## src/rtl/fcm_pkg.sv

```systemverilog
// Shared types, constants and helpers for the chain table manager.
package fcm_pkg;

    localparam int TABLE_ENTRIES = 4096;
    localparam int BLK_W         = 12;
    localparam int ENT_W         = BLK_W + 1;
    localparam int ADDR_W        = $clog2(TABLE_ENTRIES);
    localparam int USABLE        = (TABLE_ENTRIES < 4096) ? TABLE_ENTRIES : 4096;
    localparam int QDEPTH        = 2;
    localparam int QPTR_W        = $clog2(QDEPTH);

    // entry: all zero = free, bit 12 set = end of chain, else next block
    localparam logic [ENT_W-1:0] ENT_FREE = '0;
    localparam logic [ENT_W-1:0] ENT_END  = {1'b1, {BLK_W{1'b0}}};

    localparam logic [BLK_W-1:0]  LAST_BLK   = BLK_W'(USABLE - 1);
    localparam logic [BLK_W:0]    USABLE_CNT = (BLK_W + 1)'(USABLE);
    localparam logic [ADDR_W-1:0] LAST_ADDR  = ADDR_W'(TABLE_ENTRIES - 1);

    typedef enum logic [1:0] {
        OP_ALLOC  = 2'd0,
        OP_FREE   = 2'd1,
        OP_LOOKUP = 2'd2,
        OP_FORMAT = 2'd3
    } t_op;

    typedef enum logic [1:0] {
        ST_OK   = 2'd0,
        ST_FULL = 2'd1,
        ST_BAD  = 2'd2
    } t_status;

    typedef enum logic [3:0] {
        S_CLEAR,
        S_IDLE,
        S_A_PCHK,
        S_A_SCAN,
        S_A_LINK,
        S_F_CHK,
        S_F_CLR,
        S_L_RD
    } t_state;

    typedef struct packed {
        t_op              op;
        logic [BLK_W-1:0] start;
        logic [BLK_W-1:0] prev;
        logic             has_prev;
    } t_cmd;

    typedef struct packed {
        logic [BLK_W-1:0] blk;
        logic             at_end;
        logic [BLK_W-1:0] freed;
        t_status          status;
    } t_result;

    function automatic logic in_range(input logic [BLK_W-1:0] b);
        return {1'b0, b} < USABLE_CNT;
    endfunction

    function automatic logic [ADDR_W-1:0] to_addr(input logic [BLK_W-1:0] b);
        return ADDR_W'(b);
    endfunction

endpackage

```

## src/rtl/fcm_front.sv

```systemverilog
// Request intake: decodes stream requests into commands and queues them.
module fcm_front (
    input  logic                i_clk,
    input  logic                i_rst_n,
    input  logic                i_s_tvalid,
    output logic                o_s_tready,
    input  logic [31:0]         i_s_tdata,
    input  logic [1:0]          i_s_tuser,
    output logic                o_cmd_valid,
    output fcm_pkg::t_cmd       o_cmd,
    input  logic                i_cmd_pop
);

    fcm_pkg::t_cmd                 r_q [fcm_pkg::QDEPTH];
    logic [fcm_pkg::QPTR_W-1:0]    r_wp, n_wp;
    logic [fcm_pkg::QPTR_W-1:0]    r_rp, n_rp;
    logic [fcm_pkg::QPTR_W:0]      r_cnt, n_cnt;
    fcm_pkg::t_cmd                 w_dec;
    logic                          w_push;
    logic                          w_pop;

    always_comb begin
        w_dec.op       = fcm_pkg::t_op'(i_s_tuser);
        w_dec.start    = i_s_tdata[11:0];
        w_dec.prev     = i_s_tdata[23:12];
        w_dec.has_prev = i_s_tdata[24];
    end

    assign o_s_tready  = (r_cnt != (fcm_pkg::QPTR_W + 1)'(fcm_pkg::QDEPTH));
    assign o_cmd_valid = (r_cnt != '0);
    assign o_cmd       = r_q[r_rp];
    assign w_push      = i_s_tvalid && o_s_tready;
    assign w_pop       = i_cmd_pop && o_cmd_valid;

    always_comb begin
        n_wp  = w_push ? r_wp + 1'b1 : r_wp;
        n_rp  = w_pop ? r_rp + 1'b1 : r_rp;
        n_cnt = r_cnt + (fcm_pkg::QPTR_W + 1)'(w_push) - (fcm_pkg::QPTR_W + 1)'(w_pop);
    end

    always_ff @(posedge i_clk) begin
        if (!i_rst_n) begin
            r_wp  <= '0;
            r_rp  <= '0;
            r_cnt <= '0;
        end else begin
            r_wp  <= n_wp;
            r_rp  <= n_rp;
            r_cnt <= n_cnt;
        end
    end

    always_ff @(posedge i_clk) begin
        if (w_push) begin
            r_q[r_wp] <= w_dec;
        end
    end

endmodule

```

## config.mk

```make
export PLATFORM = sky130hd
export DESIGN_NAME = fcm_front
export DESIGN_NICKNAME = d
export VERILOG_FILES = /design/src/rtl/fcm_pkg.sv /design/src/rtl/fcm_front.sv
export SDC_FILE = /design/constraint.sdc
export NUM_CORES = 1
export LEC_CHECK = 0
export BUFFER_PORTS_ARGS = -buffer_cell sky130_fd_sc_hd__buf_4
export CELL_PAD_IN_SITES_DETAIL_PLACEMENT = 1
export CELL_PAD_IN_SITES_GLOBAL_PLACEMENT = 1
export CORE_MARGIN = 4
export CORE_UTILIZATION = 45
export CTS_CLUSTER_DIAMETER = 100
export DETAILED_ROUTE_END_ITERATION = 8
export PLACE_DENSITY_LB_ADDON = 0.05
export SLEW_MARGIN = 20
export SYNTH_ARGS = -nofsm -noshare
export SYNTH_HDL_FRONTEND = slang
export SYNTH_SLANG_ARGS = --single-unit
export TNS_END_PERCENT = 10
```

## constraint.sdc

```tcl
create_clock -name i_clk -period 2.9 [get_ports i_clk]
set_clock_uncertainty 0.15 [all_clocks]
set_input_delay 0 -clock i_clk [delete_from_list [all_inputs] [get_ports i_clk]]
set_output_delay 0 -clock i_clk [all_outputs]
set_load 0.05 [all_outputs]
```

After elaboration in Yosys (flattened, before gate mapping)
Memories as Yosys holds them, arrays and structs flattened. A register that Yosys moved wholly into a read port is not among the register bits.
Index checks and enable logic that the tools add are counted.
{"block": "totals", "output_inout_bits": 29, "n_memories": 1, "regBits": 4, "wordCells": 16, "ramBits": 54}
{"name": "r_q", "depth": 2, "width": 27, "read_ports": 1, "rd_ports_with_merged_regs": 1, "write_ports": 1, "line": "fcm_front.sv:14", "rtl": "fcm_pkg::t_cmd r_q [fcm_pkg::QDEPTH];"}
{"block": "op_classes", "mux": 4, "add_sub_neg": 4, "n_eq_ne": 1, "n_reduce_logical": 3}
{"op": "2-to-1 mux 1 bit", "count": 4}
{"op": "adder 1 bit (second input constant)", "count": 2}
{"op": "adder 2 x 1 -> 2 bit", "count": 1}
{"op": "logical AND 1 bit", "count": 2}
{"op": "inequality test 2 bit (second input constant)", "count": 1}
{"op": "nonzero test 2 bit", "count": 1}
{"op": "subtractor 2 x 1 -> 2 bit", "count": 1}

Longest topological paths before layout
{"block": "logic_depth", "word_depth": 4, "depth_mapped": 6, "ltp_nobuf": 6}

Least setup slack after synthesis
No wires, ideal clock.
{"block": "synth_path", "path_type": "register -> register", "from": "register r_cnt[0] in the netlist's numbering", "to": "memory r_q[1][0] in the netlist's numbering (enable)", "required_time_ns": 2.364, "period_less_slack_ns": 2.261, "path_buffers": 0, "path_slack_ns": 0.639, "arrival_ns": 1.724, "path_stages_with_launch": 3, "cell_sequence": "dfxtp_1 nand2b_1 and3_1"}
{"block": "synth_between", "elab_chain_cells": 4}
{"element": "start, declared", "line": "fcm_front.sv:17", "rtl": "logic [fcm_pkg::QPTR_W:0] r_cnt, n_cnt;"}
{"element": "start signal, assigned", "line": "fcm_front.sv:49", "rtl": "r_cnt <= n_cnt;"}
{"element": "inequality test 2 bit", "line": "fcm_front.sv:29", "rtl": "assign o_s_tready = (r_cnt != (fcm_pkg::QPTR_W + 1)'(fcm_pkg::QDEPTH));"}
{"element": "net o_s_tready", "line": "fcm_front.sv:6", "rtl": "output logic o_s_tready,"}
{"element": "logical AND 1 bit", "line": "fcm_front.sv:32", "rtl": "assign w_push = i_s_tvalid && o_s_tready;"}
{"element": "2-to-1 mux 1 bit", "line": "fcm_front.sv:54", "rtl": "if (w_push) begin"}
{"element": "2-to-1 mux 1 bit (implied by the code)", "line": "fcm_front.sv:55", "rtl": "r_q[r_wp] <= w_dec;"}
{"element": "end, declared", "line": "fcm_front.sv:14"}
The timed path passes the listed nets, and every way through them passes these cells.

==> results.cfg <==
[floorplan]
design.portCount = 67
die_h_um = 78.2
floorplan.die.width_um = 78.2
fp-row-count = 25
core_um2 = 4750
start_util = 0.466
area_of_the_die_um2 = 6110

[pwr]
power.static_leakage_uw = 0.00125
power.internal_uw = 1840
clock_power_share = 0.285
power.switching_uw = 924
combinational_power_share = 0.320
max-vdd-ir-drop_mv = 0.650
power_frac_seq = 0.395
power_switching_share = 0.334
cellPowerDensity_nw_per_um2 = 852

[synthesis]
synth_top_flop_cell = sky130_fd_sc_hd__edfxtp_1
synth_top_family_by_area = multiplexers
post_synthesis_cells = 113
synth_area_leaders = sky130_fd_sc_hd__edfxtp_1, sky130_fd_sc_hd__mux2_2, sky130_fd_sc_hd__dfxtp_1
yosys_register_bits = 59
synth-compound-area-share = 0.0243
synth_top_cell_area_share = 0.732
yosysTopAreaCell = sky130_fd_sc_hd__edfxtp_1
synth.most_common_cell = sky130_fd_sc_hd__edfxtp_1
synth_adder_area_share = 0.00565
ys_warn_count = 0
mappedNetlistArea_um2 = 2220
synthesis.area_per_instance_um2 = 19.6
mappedNetlistNets = 152
synth_cell_type_count = 25
post_synthesis_sequential_area_ratio = 0.777
synth_enable_flop_cells = 54
xor_xnor_portion_of_the_synthesized_cell_area = 0.00395
synth_simple_gate_area_frac = 0.0333
synth.top_cells.by_count = sky130_fd_sc_hd__edfxtp_1, sky130_fd_sc_hd__mux2_2, sky130_fd_sc_hd__dfxtp_1
synth_async_sr_flop_share = 0
synth.area.mux_share = 0.142

[finish]
finish.net_count = 252
final_core_util = 0.683
final-instance-count-excl-fill = 285
n_fill_cell = 432
post_route_cells_drive_above_1_share = 0.463
layout-area-overhead-vs-synth_pct = 46.5
antenna_cells_inserted = 0
postLayoutCellArea_um2 = 3250

[global_route]
grt-busiest-layer = met2
grt_util_met3 = 0.0459
grt_use_met1 = 0.178
use_met2 = 0.321
globalRouteOverflowTotal = 0
track_usage = 0.173
antenna_found_initial = 0
grt_pass1_wl_mm = 7.80
maximum_number_of_pins_on_one_net_before_global_route_repair = 28
first_global_vias = 1545

[critical_path]
crit_path_cell_trace = buf_4 > mux2_2 > buf_4
worstPathRequired_ns = 2.75
regToRegStartpoint = r_cnt[0]$_SDFF_PN0_
crit_type = flip-flop to output port
crit_path_max_fanout = 14
critPathSlowestCell = sky130_fd_sc_hd__dfxtp_1
path_common_cell = sky130_fd_sc_hd__buf_4
cp_num_buf_inv = 2
worstSetupStartpointType = flip-flop
r2r.worst_path.cells = 4
arrival_time_worst_endpoint_ns = 1.94
reg2reg_setup_slack_ns = 1.25
worst_path_largest_cell_delay_ns = 0.70
end_kind = output port
regToRegEndpoint = r_q[0][23]$_DFFE_PP_
critPathTopFamily = flip-flops

[sta]
setup_violations = 0
setup_slack_ns = 0.813
worst-slew-pin-transition_ns = 0.600
rsz0062_at_grt = false
final-max-slew-violation-count = 0
timing.final.hold_violations = 0
final_period_minus_worst_setup_slack_ns = 2.09
max_freq_mhz = 479
period_share = 0.719
fin_tns_setup_ns = 0
max-slew-margin-rel = 0.599

[routing]
drt_pre_antenna_iters = 3
viasPerCell = 4.69
antenna_violating_nets_post_route = 0
route.final.wire_length_mm = 4.68
detailedRoute.firstIterationViolations = 47
vias = 1338
drc = 0
route.detailed.wl_per_inst_um = 16.4

[clock_network]
clock_tree.buffer_depth = 2
post_cts_buffers = 0
clock_insertion_delay_worst_skew_ns = 0.32
cts_inserted_buffers = 9
clk_transition_reported_paths_ns = 0.07
holdBufCountCts = 30
cts_tree = built
cts_num_sinks = 59
ctsRootBufferMaster = sky130_fd_sc_hd__clkbuf_8
cts_repair_resize_count = 0
htree_num_levels = 3

[placed_design]
dp_hpwl_mm = 2.75
gp_congestion = 0.673
postPlaceCellArea_um2 = 2740
dp_slack_ns = 1.12
placed_cells_incl_taps = 239
place.port_buffers = 59

[min_path]
end_point_of_the_worst_hold_path = r_q[0][4]$_DFFE_PP_
min_from = i_s_tdata[15]
hold-path-cell-count = 2
hp-class = input pin to flip-flop

[outcome]
status = finished, final reports clean

[run]
drv_cap = 0
==> logic make-up after synthesis <==
group	count (synthesis)
fa+ha+maj	1
simple gates	13
mux	28
flops	59
compound gates	7
xor+xnor	1
buf+inv	4
==> layout by cell type, fill, tap and decap left out, types with 2 or more instances in the layout <==
| cell | n |
|---|---|
| sky130_fd_sc_hd__nor2_1 | 2 |
| sky130_fd_sc_hd__dlygate4sd3_1 | 30 |
| sky130_fd_sc_hd__edfxtp_1 | 54 |
| sky130_fd_sc_hd__nand2b_1 | 2 |
| sky130_fd_sc_hd__clkbuf_8 | 9 |
| sky130_fd_sc_hd__buf_4 | 62 |
| sky130_fd_sc_hd__mux2_2 | 25 |
| sky130_fd_sc_hd__and2_1 | 3 |
| sky130_fd_sc_hd__dfxtp_1 | 5 |
| sky130_fd_sc_hd__mux2_1 | 2 |
| sky130_fd_sc_hd__a21bo_1 | 2 |
| sky130_fd_sc_hd__clkinv_1 | 2 |
| sky130_fd_sc_hd__bufinv_16 | 2 |
==> power groups by stage <==
| stage | registers (uW) | clock network, uW | logic (uW) |
|---|---|---|---|
| 2_1_floorplan | 1080 | 0 | 645 |
| 5_1_grt | 1100 | 845 | 940 |
| 6_report | 1090 | 788 | 885 |
| 4_1_cts | 1100 | 810 | 892 |
| 3_3_place_gp | 1100 | 0 | 841 |
| 3_5_place_dp | 1110 | 0 | 853 |
==> area by class of cell <==
type,instances,area (um^2),share of cell area
clock buffer,10,128,0.0393
clock inverter,6,80.1,0.0247
inverter,1,3.75,0.00116
multi-input combinational,50,463,0.143
sequential,59,1720,0.530
tap,67,83.8,0.0258
timing repair buffer,92,766,0.236
==> through the flow <==
| stage | hold WS, ns | total power (uW) |
|---|---|---|
| after CTS | 0.228 | 2800 |
| after global placement | 0.0347 | 1940 |
| after global routing | 0.240 | 2890 |
| after detailed placement | 0.0390 | 1960 |
| after floorplan | -0.0511 | 1720 |
| final | 0.245 | 2770 |
==> flip-flops by register name (all words and copies together), names as in the netlist, named ones only <==
| register | flops |
|---|---|
| r_cnt | 2 |
| r_q | 54 |
| r_rp | 1 |
| r_wp | 1 |
==> metal layers <==
| layer | part of all wire | vias up |
|---|---|---|
| met1 | 0.36 | 659 |
| met3 | 0.048 | 8 |
| met4 | 0.020 | 0 |
| met5 | 0 | - |
| met2 | 0.57 | 35 |
| li1 | - | 636 |
==> worst max-delay path by stage <==
| stage | from | endpoint | slack (ns) | cells past startpoint |
|---|---|---|---|---|
| CTS | flip-flop | o_cmd[26] | 0.74 | 3 |
| global placement | flip-flop | o_cmd[9] | 1.13 | 3 |
| global route | flip-flop | o_cmd[26] | 0.68 | 3 |
| detailed placement | flip-flop | o_cmd[18] | 1.12 | 3 |
| floorplan | r_cnt[0]$_SDFF_PN0_ | r_q[1][0]$_DFFE_PP_ | 0.64 | 2 |
| finish | flip-flop | o_cmd[26] | 0.81 | 3 |
No activity file was read; power rests on OpenSTA's default activity.
